$ cat src/rtl/pw_pkg.sv
`timescale 1ns / 1ps
// ----------------------------------------------------------------------------
// pw_pkg: shared types and constants for the two-level page walker
// field widths, beat widths, result codes and the queue entry format
// ----------------------------------------------------------------------------
package pw_pkg;

    // address split
    localparam int unsigned ADDR_W     = 32;
    localparam int unsigned OFFSET_W   = 12;
    localparam int unsigned IDX_W      = 10;
    localparam int unsigned LEN_W      = 4;
    localparam int unsigned STATUS_W   = 2;
    localparam int unsigned VLOW_W     = OFFSET_W + IDX_W;
    localparam int unsigned PAGE_BYTES = 4096;

    // beat widths
    localparam int unsigned S_TDATA_W = 72;
    localparam int unsigned M_TDATA_W = 72;

    // queue between front and back
    localparam int unsigned QDEPTH  = 4;
    localparam int unsigned QADDR_W = $clog2(QDEPTH);
    localparam int unsigned QCNT_W  = $clog2(QDEPTH + 1);

    // input kinds (s_axis_tuser)
    localparam logic KIND_TRANSLATE = 1'b0;
    localparam logic KIND_READ_DATA = 1'b1;

    // output kinds (m_axis_tuser)
    localparam logic OUT_READ   = 1'b0;
    localparam logic OUT_RESULT = 1'b1;

    // result status
    localparam logic [STATUS_W-1:0] ST_OK          = 2'd0;
    localparam logic [STATUS_W-1:0] ST_NOT_PRESENT = 2'd1;
    localparam logic [STATUS_W-1:0] ST_CROSS       = 2'd2;

    // present bit position in an entry
    localparam int unsigned PRESENT_BIT = 0;

    // classified item handed from front to back
    typedef struct packed {
        logic                is_read_data; // returning entry word
        logic [ADDR_W-1:0]   word;         // directory read address or entry word
        logic [VLOW_W-1:0]   vlow;         // table index and offset
        logic [LEN_W-1:0]    len;          // access length
    } q_entry_t;

    // queue occupancy seen by both sides
    typedef struct packed {
        logic full;
        logic empty;
    } q_status_t;

    // clear the offset bits of a word
    function automatic logic [ADDR_W-1:0] frame_of(input logic [ADDR_W-1:0] w);
        frame_of = {w[ADDR_W-1:OFFSET_W], {OFFSET_W{1'b0}}};
    endfunction

endpackage

$ cat src/rtl/two_level_page_walker_top.sv
`timescale 1ns / 1ps
// ----------------------------------------------------------------------------
// two_level_page_walker_top: two-level page table walker
// issues directory and table entry reads and returns translated addresses
// ----------------------------------------------------------------------------
//  channel  | direction | beat contents
//  s_axis   | in        | translate request or returning entry word
//  m_axis   | out       | entry read request or translation result
//  cfg      | in        | page directory base (low 12 bits ignored)
//
//  one input beat is taken per cycle while the queue has room; its output
//  beat, if any, is queued and then registered by the walk sequencer.
//  a four-entry queue sits between front and back; while a result waits on
//  m_axis_tready up to four new beats queue up, then s_axis_tready drops.
//  rst_n clears the base register, the walk phase, the queue and the output
//  valid; no clearing pass is needed.
// ----------------------------------------------------------------------------
module two_level_page_walker_top (
    input  logic                          clk,
    input  logic                          rst_n,
    // configuration
    input  logic                          cfg_valid,
    output logic                          cfg_ready,
    input  logic [pw_pkg::ADDR_W-1:0]     cfg_data,
    // input stream
    input  logic                          s_axis_tvalid,
    output logic                          s_axis_tready,
    // virt_addr[31:0], access_len[35:32], read_data[67:36], zero fill
    input  logic [pw_pkg::S_TDATA_W-1:0]  s_axis_tdata,
    // kind
    input  logic                          s_axis_tuser,
    // output stream
    output logic                          m_axis_tvalid,
    input  logic                          m_axis_tready,
    // mem_addr[31:0], status[33:32], phys_addr[65:34], zero fill
    output logic [pw_pkg::M_TDATA_W-1:0]  m_axis_tdata,
    // out_kind
    output logic                          m_axis_tuser
);
    import pw_pkg::*;

    q_entry_t   front_entry;
    q_entry_t   head;
    q_status_t  q_status;
    logic       push;
    logic       pop;

    // handshakes
    assign cfg_ready     = 1'b1;
    assign s_axis_tready = !q_status.full;
    assign push          = s_axis_tvalid && !q_status.full;

    // classification
    pw_front u_front (
        .clk      (clk),
        .rst_n    (rst_n),
        .cfg_valid(cfg_valid),
        .cfg_data (cfg_data),
        .in_tdata (s_axis_tdata),
        .in_tuser (s_axis_tuser),
        .entry    (front_entry)
    );

    // decoupling queue
    pw_queue u_queue (
        .clk       (clk),
        .rst_n     (rst_n),
        .push      (push),
        .push_entry(front_entry),
        .pop       (pop),
        .head      (head),
        .status    (q_status)
    );

    // walk sequencer
    pw_back u_back (
        .clk       (clk),
        .rst_n     (rst_n),
        .head      (head),
        .q_status  (q_status),
        .pop       (pop),
        .out_tvalid(m_axis_tvalid),
        .out_tready(m_axis_tready),
        .out_tdata (m_axis_tdata),
        .out_tuser (m_axis_tuser)
    );

endmodule

$ cat src/rtl/pw_front.sv
`timescale 1ns / 1ps
// ----------------------------------------------------------------------------
// pw_front: input classification
// holds the directory base, unpacks input beats and forms queue entries;
// a translate request gets its directory entry address computed here
// ----------------------------------------------------------------------------
module pw_front (
    input  logic                          clk,
    input  logic                          rst_n,
    input  logic                          cfg_valid,
    input  logic [pw_pkg::ADDR_W-1:0]     cfg_data,
    input  logic [pw_pkg::S_TDATA_W-1:0]  in_tdata,
    input  logic                          in_tuser,
    output pw_pkg::q_entry_t              entry
);
    import pw_pkg::*;

    logic [ADDR_W-1:0] dir_base_reg;
    logic [ADDR_W-1:0] virt_addr;
    logic [LEN_W-1:0]  access_len;
    logic [ADDR_W-1:0] read_data;
    logic [ADDR_W-1:0] dir_addr;

    // directory base register
    always_ff @(posedge clk or negedge rst_n)
    begin
        if (!rst_n)
        begin
            dir_base_reg <= '0;
        end
        else if (cfg_valid)
        begin
            dir_base_reg <= cfg_data;
        end
    end

    // beat unpack
    assign virt_addr  = in_tdata[ADDR_W-1:0];
    assign access_len = in_tdata[ADDR_W+LEN_W-1:ADDR_W];
    assign read_data  = in_tdata[2*ADDR_W+LEN_W-1:ADDR_W+LEN_W];

    // directory entry address, wraps modulo 2^32
    assign dir_addr = frame_of(dir_base_reg)
                    + {{(ADDR_W-IDX_W-2){1'b0}}, virt_addr[ADDR_W-1:VLOW_W], 2'b00};

    // queue entry
    always_comb
    begin
        entry.is_read_data = (in_tuser == KIND_READ_DATA);
        entry.word         = (in_tuser == KIND_READ_DATA) ? read_data : dir_addr;
        entry.vlow         = virt_addr[VLOW_W-1:0];
        entry.len          = access_len;
    end

endmodule

$ cat src/rtl/pw_queue.sv
`timescale 1ns / 1ps
// ----------------------------------------------------------------------------
// pw_queue: short queue between front and back
// small first-in first-out store of classified entries
// ----------------------------------------------------------------------------
module pw_queue (
    input  logic                clk,
    input  logic                rst_n,
    input  logic                push,
    input  pw_pkg::q_entry_t    push_entry,
    input  logic                pop,
    output pw_pkg::q_entry_t    head,
    output pw_pkg::q_status_t   status
);
    import pw_pkg::*;

    q_entry_t            mem [QDEPTH];
    logic [QADDR_W-1:0]  wr_ptr_reg;
    logic [QADDR_W-1:0]  wr_ptr_next;
    logic [QADDR_W-1:0]  rd_ptr_reg;
    logic [QADDR_W-1:0]  rd_ptr_next;
    logic [QCNT_W-1:0]   count_reg;
    logic [QCNT_W-1:0]   count_next;

    // pointer and count update
    always_comb
    begin
        wr_ptr_next = push ? wr_ptr_reg + 1'b1 : wr_ptr_reg;
        rd_ptr_next = pop  ? rd_ptr_reg + 1'b1 : rd_ptr_reg;
        count_next  = count_reg;
        if (push && !pop)
        begin
            count_next = count_reg + 1'b1;
        end
        else if (pop && !push)
        begin
            count_next = count_reg - 1'b1;
        end
    end

    always_ff @(posedge clk or negedge rst_n)
    begin
        if (!rst_n)
        begin
            wr_ptr_reg <= '0;
            rd_ptr_reg <= '0;
            count_reg  <= '0;
        end
        else
        begin
            wr_ptr_reg <= wr_ptr_next;
            rd_ptr_reg <= rd_ptr_next;
            count_reg  <= count_next;
        end
    end

    // storage
    always_ff @(posedge clk)
    begin
        if (push)
        begin
            mem[wr_ptr_reg] <= push_entry;
        end
    end

    assign head         = mem[rd_ptr_reg];
    assign status.full  = (count_reg == QCNT_W'(QDEPTH));
    assign status.empty = (count_reg == '0);

endmodule

$ cat src/rtl/pw_back.sv
`timescale 1ns / 1ps
// ----------------------------------------------------------------------------
// pw_back: walk sequencer and output register
// tracks the walk phase, turns queue entries into read requests or
// translation results, and holds the outgoing beat until it is taken
// ----------------------------------------------------------------------------
module pw_back (
    input  logic                          clk,
    input  logic                          rst_n,
    input  pw_pkg::q_entry_t              head,
    input  pw_pkg::q_status_t             q_status,
    output logic                          pop,
    output logic                          out_tvalid,
    input  logic                          out_tready,
    output logic [pw_pkg::M_TDATA_W-1:0]  out_tdata,
    output logic                          out_tuser
);
    import pw_pkg::*;

    typedef enum logic [1:0] {
        PH_IDLE,
        PH_DIR,
        PH_TBL
    } phase_t;

    phase_t               phase_reg;
    phase_t               phase_next;
    logic [VLOW_W-1:0]    vlow_reg;
    logic [VLOW_W-1:0]    vlow_next;
    logic [LEN_W-1:0]     len_reg;
    logic [LEN_W-1:0]     len_next;

    logic                 valid_reg;
    logic                 valid_next;
    logic                 okind_reg;
    logic                 okind_next;
    logic [ADDR_W-1:0]    maddr_reg;
    logic [ADDR_W-1:0]    maddr_next;
    logic [STATUS_W-1:0]  status_reg;
    logic [STATUS_W-1:0]  status_next;
    logic [ADDR_W-1:0]    paddr_reg;
    logic [ADDR_W-1:0]    paddr_next;

    logic                 present;
    logic [ADDR_W-1:0]    tbl_addr;
    logic [OFFSET_W:0]    end_sum;
    logic                 crosses;
    logic                 emit;

    // advance when the queue is not empty and the output slot is free or being drained
    assign pop = !q_status.empty && (!valid_reg || out_tready);

    // entry checks
    assign present  = head.word[PRESENT_BIT];
    assign tbl_addr = frame_of(head.word)
                    + {{(ADDR_W-IDX_W-2){1'b0}}, vlow_reg[VLOW_W-1:OFFSET_W], 2'b00};
    assign end_sum  = {1'b0, vlow_reg[OFFSET_W-1:0]}
                    + {{(OFFSET_W+1-LEN_W){1'b0}}, len_reg};
    assign crosses  = end_sum > (OFFSET_W+1)'(PAGE_BYTES);

    // walk step
    always_comb
    begin
        phase_next  = phase_reg;
        vlow_next   = vlow_reg;
        len_next    = len_reg;
        emit        = 1'b0;
        okind_next  = OUT_READ;
        maddr_next  = '0;
        status_next = ST_OK;
        paddr_next  = '0;
        if (pop)
        begin
            if (!head.is_read_data)
            begin
                // new walk, abandons any walk in flight
                phase_next = PH_DIR;
                vlow_next  = head.vlow;
                len_next   = head.len;
                emit       = 1'b1;
                maddr_next = head.word;
            end
            else
            begin
                case (phase_reg)
                    PH_DIR:
                    begin
                        emit = 1'b1;
                        if (present)
                        begin
                            phase_next = PH_TBL;
                            maddr_next = tbl_addr;
                        end
                        else
                        begin
                            phase_next  = PH_IDLE;
                            okind_next  = OUT_RESULT;
                            status_next = ST_NOT_PRESENT;
                        end
                    end
                    PH_TBL:
                    begin
                        emit       = 1'b1;
                        phase_next = PH_IDLE;
                        okind_next = OUT_RESULT;
                        if (present)
                        begin
                            status_next = crosses ? ST_CROSS : ST_OK;
                            paddr_next  = frame_of(head.word)
                                        | {{(ADDR_W-OFFSET_W){1'b0}},
                                           vlow_reg[OFFSET_W-1:0]};
                        end
                        else
                        begin
                            status_next = ST_NOT_PRESENT;
                        end
                    end
                    default:
                    begin
                        // stray read data while idle is dropped
                        phase_next = PH_IDLE;
                    end
                endcase
            end
        end
        valid_next = emit || (valid_reg && !out_tready);
    end

    // state and output register
    always_ff @(posedge clk or negedge rst_n)
    begin
        if (!rst_n)
        begin
            phase_reg <= PH_IDLE;
            vlow_reg  <= '0;
            len_reg   <= '0;
            valid_reg <= 1'b0;
        end
        else
        begin
            phase_reg <= phase_next;
            vlow_reg  <= vlow_next;
            len_reg   <= len_next;
            valid_reg <= valid_next;
        end
    end

    always_ff @(posedge clk)
    begin
        if (emit)
        begin
            okind_reg  <= okind_next;
            maddr_reg  <= maddr_next;
            status_reg <= status_next;
            paddr_reg  <= paddr_next;
        end
    end

    // beat pack
    assign out_tvalid = valid_reg;
    assign out_tuser  = okind_reg;
    assign out_tdata  = {{(M_TDATA_W-2*ADDR_W-STATUS_W){1'b0}},
                         paddr_reg, status_reg, maddr_reg};

endmodule
$ cat config.mk
export PLATFORM = sky130hd
export DESIGN_NAME = two_level_page_walker_top
export DESIGN_NICKNAME = d
export VERILOG_FILES = /design/src/rtl/pw_pkg.sv /design/src/rtl/two_level_page_walker_top.sv /design/src/rtl/pw_front.sv /design/src/rtl/pw_queue.sv /design/src/rtl/pw_back.sv
export SDC_FILE = /design/constraint.sdc
export NUM_CORES = 1
export LEC_CHECK = 0
export ABC_CLOCK_PERIOD_IN_PS = 13300
export BUFFER_PORTS_ARGS = -buffer_cell sky130_fd_sc_hd__buf_2
export CAP_MARGIN = 40
export CORE_MARGIN = 2
export CORE_UTILIZATION = 62
export CTS_BUF_LIST = sky130_fd_sc_hd__clkbuf_8 sky130_fd_sc_hd__clkbuf_16
export CTS_CLUSTER_SIZE = 10
export DETAILED_ROUTE_END_ITERATION = 8
export GPL_ROUTABILITY_DRIVEN = 1
export PLACE_DENSITY = 0.94
export SLEW_MARGIN = 20
export SYNTH_ARGS = -nofsm -noshare
export SYNTH_HDL_FRONTEND = slang
export SYNTH_SLANG_ARGS = --single-unit
$ cat constraint.sdc
create_clock -name clk -period 13.3 [get_ports clk]
set_input_delay 0.665 -clock clk [delete_from_list [all_inputs] [get_ports clk]]
set_output_delay 0.665 -clock clk [all_outputs]
set_load 0.05 [all_outputs]
==> metrics.cfg, run 1 <==
[run_status]
status = finished, final reports clean

[timing]
worst_slack_ps = 10460
whs_ps = 99.1
post-route-period-util_pct = 21.4
min_period_ps = 2840
worst_slew_pin_slew_ps = 746
final-max-slew-violation-count = 0
slew_hr_pct = 50.3
rsz0062_at_grt = no
timing.fmax_ghz = 0.352
fin_skew_ps = 22.5
setup-tns-final_ps = 0
finalSetupViolCount = 0
hold_violations = 0

[synth]
yosys-top-cells-count = 303 x sky130_fd_sc_hd__edfxtp_1, 59 x sky130_fd_sc_hd__mux2_2, 59 x sky130_fd_sc_hd__mux4_2
seq_area_frac_synth_pct = 74.9
count_of_yosys_warnings_during_synthesis = 0
async_reset_ff_share_pct = 15.6
yosysTopAreaCell = sky130_fd_sc_hd__edfxtp_1
ys_seq_elements = 359
synth_most_common_cell = sky130_fd_sc_hd__edfxtp_1
yosysTopAreaCellShare_pct = 64.9
synth_area_per_cell_um2 = 20.3
synthFlopType = sky130_fd_sc_hd__edfxtp_1
synth_cells = 689
synth.lib_cells_used.distinct = 47
netlist_top_cells_area = sky130_fd_sc_hd__edfxtp_1 65%, sky130_fd_sc_hd__dfrtp_1 10%, sky130_fd_sc_hd__mux4_2 9.5%
syn-cell-area_um2 = 14000
number_of_enable_flip_flop_cells_after_synthesis = 303

[clocking]
cts_made_buffers = 41
cts.clk_slew.worst_paths_ps = 50
post_cts_resize_count = 0
cts_hold_repair.buffers = 0
tritoncts = yes
numClockSinks = 359
cts_htree_levels = 2
worst_skew_pair_latency_ps = 530
post-cts-setup-buffer-count = 0
root_buffer = sky130_fd_sc_hd__clkbuf_16
clockBufferDepth = 3

[finish]
post_route_cells_drive_above_1_share_pct = 39.0
area.growth.synth_to_final_pct = 16.8
utilization_pct = 72.9
largest_register_ff_count = 236
final_net_count = 998

[placement]
port_buffers = 162
finalWeightedCongestion = 0.799
hpwlAfterDp_mm = 15.8
pre_cts_slack_ps = 10260

[worst_setup_path]
crit-reg2reg-capture = u_back.maddr_reg[8]
levels_on_crit_path = 5
rr_startpoint = u_queue.rd_ptr_reg[0]
crit_path_end = u_back.maddr_reg[8]
timing.critical_path.slowest_cell_delay_ps = 840
cp_top_family = flip-flops
setup.worst_path.start = u_queue.rd_ptr_reg[0]
reg2reg_setup_slack_ps = 10460
critPathBufInv = 2
crit_path_start_kind = flop
critPathSlowestCell = sky130_fd_sc_hd__dfrtp_4
worstPathArrival_ps = 3020
critical_path_required_ps = 13480
worst-setup-path-type = reg2reg
ordered_cell_list_for_the_critical_path = mux4_2, and2_1, nor2_4, buf_4, buf_16
crit_path_max_fanout = 49
r2r.worst_path.cells = 5
critical_path_endpoint_category = flop

[pwr]
max-vdd-ir-drop_mv = 0.230
pwr-share-seq_pct = 43.0
post-layout-total-power_w = 0.00415
power_frac_comb_pct = 33.8
pwr_density_cell_nw_per_um2 = 253
netSwitchingPower_w = 0.00148
power.share.switching_pct = 35.7
power_report.internal_total_w = 0.00267
power.static_leakage_nw = 6.24
clkPwrFrac_pct = 23.1

[global_routing]
largest_net_degree_at_the_start_of_global_routing = 68
antenna_violations_before_repair = 1
globalRouteOverflowTotal = 0
grtUsageTotal_pct = 23.0
via_count_of_the_first_global_routing_pass = 7330
first_pass_grt_wire_length_mm = 41.3

[die]
start_util_pct = 62.5
rows = 55
ioPinCount = 186
chipWidth_um = 154
die_boundary_height_um = 154
die-area_um2 = 23800
core_area_um2 = 22400

[routing]
wirelength_mm = 27.1
wire_per_inst_um = 22.8
drt_pre_antenna_iters = 5
viasPerCell = 6.04
drc = 0
dr_total_vias = 7167
detail-route-antenna-nets = 0
detail_route.iter0.violations = 477

[job]
drv_cap = 0

[worst_hold_path]
hp-class = in2async

-- cell families (layout without fill, tap and decap cells) --
kind of cell               count (synthesis)  after routing  share of synthesized area [%]
DFF                                      359            359                           74.9
muxes                                    137            137                           15.8
and+or+nand+nor                           95             95                           4.19
buffers and inverters                     48            255                           1.87
AOI/OAI and AO/OA                         28             28                           1.50
adders and majority gates                 13             13                           1.27
xor gates and xnor gates                   7              7                          0.438
other                                      2              8                         0.0536
-- worst reg2reg max path: stages, from the launching register on --
cell	delay, ps
sky130_fd_sc_hd__dfrtp_4	840
sky130_fd_sc_hd__mux4_2	710
sky130_fd_sc_hd__and2_1	250
sky130_fd_sc_hd__nor2_4	80
sky130_fd_sc_hd__buf_4	270
sky130_fd_sc_hd__buf_16	280
-- area by class of cell --
class | instances | area [um^2]
sequential | 359 | 10500
fill | 1287 | 6070
multi-input combinational | 287 | 3280
timing repair buffer | 178 | 1040
clock buffer | 41 | 1030
tap | 285 | 357
clock inverter | 28 | 115
inverter | 8 | 30.0
antenna | 1 | 2.50
-- power groups by stage --
stage / Clock (W) / Sequential, W / Combinational (W)
3_5_place_dp: 0 / 0.00181 / 0.00138
2_1_floorplan: 0 / 0.00211 / 0.000734
5_1_grt: 0.00102 / 0.00182 / 0.00150
3_3_place_gp: 0 / 0.00179 / 0.00133
6_report: 0.000959 / 0.00178 / 0.00140
4_1_cts: 0.000972 / 0.00179 / 0.00139
-- how the worst min path moves through the flow --
stage                              from                        to  slack, ps  cells after the start
detailed placement  u_back.vlow_reg[18]       u_back.vlow_reg[18]        470                      1
CTS                               rst_n  u_front.dir_base_reg[13]        340                      2
floorplan                         rst_n         u_back.len_reg[0]        370                      0
global placement    u_back.vlow_reg[21]       u_back.vlow_reg[21]        470                      1
finish                            rst_n  u_front.dir_base_reg[13]        100                      2
global route                      rst_n  u_front.dir_base_reg[21]        110                      2
-- per-stage QoR --
step | area, um^2 | std cells
2_1_floorplan | 14000 | 694
3_3_place_gp | 15100 | 1110
3_5_place_dp | 15100 | 1112
4_1_cts | 16200 | 1181
5_1_grt | 16400 | 1187
6_report | 16400 | 1187
-- per-layer routing --
metal | up-vias | wire (um) | track usage (%)
met5 | - | 0 | 0
met2 | 279 | 13900 | 38.7
met4 | 0 | 871 | 8.42
met3 | 63 | 1450 | 3.59
li1 | 3118 | - | -
met1 | 3707 | 10800 | 31.2
-- cells in the final DEF, fill, tap and decap left out, types with 3 or more instances in the layout --
master,count
sky130_fd_sc_hd__nand3_1,5
sky130_fd_sc_hd__a22o_1,10
sky130_fd_sc_hd__nor3_1,3
sky130_fd_sc_hd__buf_16,5
sky130_fd_sc_hd__ha_1,11
sky130_fd_sc_hd__mux2_1,19
sky130_fd_sc_hd__nor2_1,6
sky130_fd_sc_hd__dfrtp_1,54
sky130_fd_sc_hd__xnor2_1,5
sky130_fd_sc_hd__edfxtp_1,303
sky130_fd_sc_hd__nand2_1,4
sky130_fd_sc_hd__clkbuf_16,41
sky130_fd_sc_hd__mux4_2,59
sky130_fd_sc_hd__a21oi_1,5
sky130_fd_sc_hd__buf_2,162
sky130_fd_sc_hd__buf_4,10
sky130_fd_sc_hd__nand2b_1,3
sky130_fd_sc_hd__and3_1,33
sky130_fd_sc_hd__or3_1,3
sky130_fd_sc_hd__mux2_2,59
sky130_fd_sc_hd__inv_1,34
sky130_fd_sc_hd__conb_1,7
sky130_fd_sc_hd__and2_1,24
sky130_fd_sc_hd__and3_2,4
No activity file was read; power rests on OpenSTA's default activity.
==> inputs of run 2 (changes only) <==
--- a/config.mk
+++ b/config.mk
@@ -5,16 +5,17 @@
 export SDC_FILE = /design/constraint.sdc
 export NUM_CORES = 1
 export LEC_CHECK = 0
-export ABC_CLOCK_PERIOD_IN_PS = 13300
+export ABC_AREA = 1
+export ABC_CLOCK_PERIOD_IN_PS = 2450
 export BUFFER_PORTS_ARGS = -buffer_cell sky130_fd_sc_hd__buf_2
 export CAP_MARGIN = 40
 export CORE_MARGIN = 2
-export CORE_UTILIZATION = 62
+export CORE_UTILIZATION = 52
 export CTS_BUF_LIST = sky130_fd_sc_hd__clkbuf_8 sky130_fd_sc_hd__clkbuf_16
 export CTS_CLUSTER_SIZE = 10
 export DETAILED_ROUTE_END_ITERATION = 8
 export GPL_ROUTABILITY_DRIVEN = 1
-export PLACE_DENSITY = 0.94
+export PLACE_DENSITY = 0.85
 export SLEW_MARGIN = 20
 export SYNTH_ARGS = -nofsm -noshare
 export SYNTH_HDL_FRONTEND = slang
==> constraint.sdc (replaced) <==
create_clock -name clk -period 2.45 [get_ports clk]
set_input_delay 0.1225 -clock clk [delete_from_list [all_inputs] [get_ports clk]]
set_output_delay 0.1225 -clock clk [all_outputs]
set_load 0.05 [all_outputs]
==> run 2 against run 1 <==
  * Wire length increased by 19%
  * Setup slack worse by 10000 ps
  * Core utilization shrank 7.8 points
  * Clock skew grew 3.8 ps
  * Design area is 7.1% higher
  * Die area rose by 20%
  * Critical path depth increased by 4
==> metrics.cfg, run 2 <==
[pwr]
power.static_leakage_nw = 6.98
pwr_density_cell_nw_per_um2 = 1380
max-vdd-ir-drop_mv = 0.668

[worst_setup_path]
critical_path_endpoint_category = flop
crit_path_max_fanout = 8
critPathSlowestCell = sky130_fd_sc_hd__dfrtp_1
rr_startpoint = u_queue.count_reg[1]
crit_path_frequent_cell = sky130_fd_sc_hd__inv_1
ordered_cell_list_for_the_critical_path = inv_1, a31oi_4, inv_2, ha_1, inv_1, fa_1, a21oi_1, o21ai_0, xor2_1
critical_path_required_ps = 2850
worstPathArrival_ps = 2640
crit_path_start_kind = flop
worst-setup-path-type = reg2reg
timing.critical_path.slowest_cell_delay_ps = 420
setup.worst_path.start = u_queue.count_reg[1]

[synth]
synth_most_common_cell = sky130_fd_sc_hd__edfxtp_1
async_reset_ff_share_pct = 15.6
number_of_enable_flip_flop_cells_after_synthesis = 303
synth_area_per_cell_um2 = 12.7
syn-cell-area_um2 = 14200
yosysTopAreaCell = sky130_fd_sc_hd__edfxtp_1
ys_seq_elements = 359
seq_area_frac_synth_pct = 73.8
netlist_top_cells_area = sky130_fd_sc_hd__edfxtp_1 64%, sky130_fd_sc_hd__dfrtp_1 9.9%, sky130_fd_sc_hd__nand2_1 5.2%
synth.lib_cells_used.distinct = 31
synth_cells = 1124
yosys-top-cells-count = 303 x sky130_fd_sc_hd__edfxtp_1, 196 x sky130_fd_sc_hd__nand2_1, 149 x sky130_fd_sc_hd__nor2_1
synthFlopType = sky130_fd_sc_hd__edfxtp_1
count_of_yosys_warnings_during_synthesis = 0
yosysTopAreaCellShare_pct = 64.0

[worst_hold_path]
worst_hold_startpoint = s_axis_tdata[54]
hp-class = in2reg

[timing]
final-max-slew-violation-count = 0
whs_ps = 14.8
worst_slew_pin_slew_ps = 730
post-route-period-util_pct = 91.2
min_period_ps = 2240
fin_skew_ps = 26.2
hold_violations = 0
rsz0062_at_grt = no
timing.fmax_ghz = 0.447
slew_hr_pct = 51.3
finalSetupViolCount = 0

[finish]
final_net_count = 1492
area.growth.synth_to_final_pct = 23.2
post_route_cells_drive_above_1_share_pct = 19.0
finalInstanceArea_um2 = 17500
most_frequent_cells_in_the_layout = 303 x sky130_fd_sc_hd__edfxtp_1, 196 x sky130_fd_sc_hd__nand2_1, 162 x sky130_fd_sc_hd__buf_2
layout.cells.most_common = sky130_fd_sc_hd__edfxtp_1
largest_register_ff_count = 236
antenna-diode-count = 0
final.fill_count = 1828
utilization_pct = 65.2

[die]
die-area_um2 = 28700
ioPinCount = 186
rows = 60
start_util_pct = 52.9
chipWidth_um = 169
die_boundary_height_um = 169
core_area_um2 = 26900

[routing]
dr_total_vias = 9691
detail_route.iter0.violations = 1006
wire_per_inst_um = 18.5
viasPerCell = 5.56
detail-route-antenna-nets = 0
drc = 0
drt_pre_antenna_iters = 5
wirelength_mm = 32.3

[clocking]
cts_htree_levels = 2
numClockSinks = 359
cts_hold_repair.buffers = 76
tritoncts = yes
worst_skew_pair_latency_ps = 540
post_cts_resize_count = 0
cts_made_buffers = 42
cts.clk_slew.worst_paths_ps = 60
root_buffer = sky130_fd_sc_hd__clkbuf_16
clockBufferDepth = 3
post-cts-setup-buffer-count = 0

[global_routing]
grtUsageTotal_pct = 22.6
antenna_violations_before_repair = 0
largest_net_degree_at_the_start_of_global_routing = 69
via_count_of_the_first_global_routing_pass = 9950
first_pass_grt_wire_length_mm = 50.0
globalRouteOverflowTotal = 0

[placement]
finalWeightedCongestion = 0.800
area_of_placed_instances_um2 = 15500
hpwlAfterDp_mm = 18.3
port_buffers = 162

[job]
drv_cap = 0

[run_status]
status = finished, final reports clean

-- run 2: cell count changes after synthesis, sizes merged, moves of 17 or more --
cell | before | now
nand2 | 5 | 196
clkbuf | 14 | 31
mux2 | 78 | 10
inv | 8 | 71
nor2 | 8 | 151
o22ai | 1 | 36
o21ai | 2 | 114
a21oi | 5 | 43
and2 | 25 | 0
a32o | 0 | 30
and3 | 37 | 0
mux4 | 59 | 0
-- run 2: stage by stage --
step | setup WS (ps) | setup TNS, ps | total power, W | std cells
2_1_floorplan | -50.9 | -3410 | 0.0160 | 1129
3_3_place_gp | 344 | 0 | 0.0182 | 1590
3_5_place_dp | 292 | 0 | 0.0186 | 1590
4_1_cts | 257 | 0 | 0.0242 | 1744
5_1_grt | 149 | 0 | 0.0254 | 1744
6_report | 215 | 0 | 0.0241 | 1744
-- run 2: cells by family after synthesis --
family	count (synthesis)	synth area share, %
adder cells (fa/ha/maj)	13	1.25
XOR/XNOR	6	0.370
other	2	0.0528
multiplexers	10	0.792
AND/OR/NAND/NOR	372	10.2
AO/OA/AOI/OAI	225	9.41
buffers and inverters	137	4.07
flip-flops	359	73.8
-- run 2: critical path, delay by kind of cell (launching register included) --
family	cells	cell delay [ps]
AOI/OAI and AO/OA	3	480
xor gates and xnor gates	1	170
adders and majority gates	2	590
buffers and inverters	3	440
DFF	1	420
-- run 2: per-layer routing --
metal | global-route usage (%) | up-vias | wire length [um]
met3 | 4.06 | 87 | 2120
met2 | 41.7 | 419 | 16900
li1 | - | 4446 | -
met4 | 10.0 | 0 | 1070
met5 | 0 | - | 0
met1 | 25.8 | 4739 | 12200
-- run 2: worst paths after layout --
check	slack [ps]	to	cells past startpoint
setup / recovery	210	u_queue.count_reg[2]	9
setup reg to reg	210	u_queue.count_reg[2]	9
hold reg to reg	510	u_front.dir_base_reg[23]	2
min in group asynchronous	170	u_back.out_tvalid	2
max in group asynchronous	1610	u_front.dir_base_reg[23]	3
hold / removal	10	u_queue.mem[3][44]	3
-- run 2: area by class of cell --
| class | instances | area, um^2 | area share, % |
|---|---|---|---|
| multi-input combinational | 633 | 3220 | 18.4 |
| timing repair buffer | 262 | 1880 | 10.7 |
| inverter | 71 | 268 | 1.53 |
| sequential | 359 | 10500 | 60.0 |
| clock buffer | 43 | 1060 | 6.08 |
| clock inverter | 35 | 159 | 0.907 |
| tap | 341 | 427 | 2.44 |
-- run 2: power by group --
group / switching, W / internal, W
Combinational: 0.00682 / 0.00248
Clock: 0.00231 / 0.00313
Sequential: 0.000579 / 0.00882
Total: 0.00971 / 0.0144
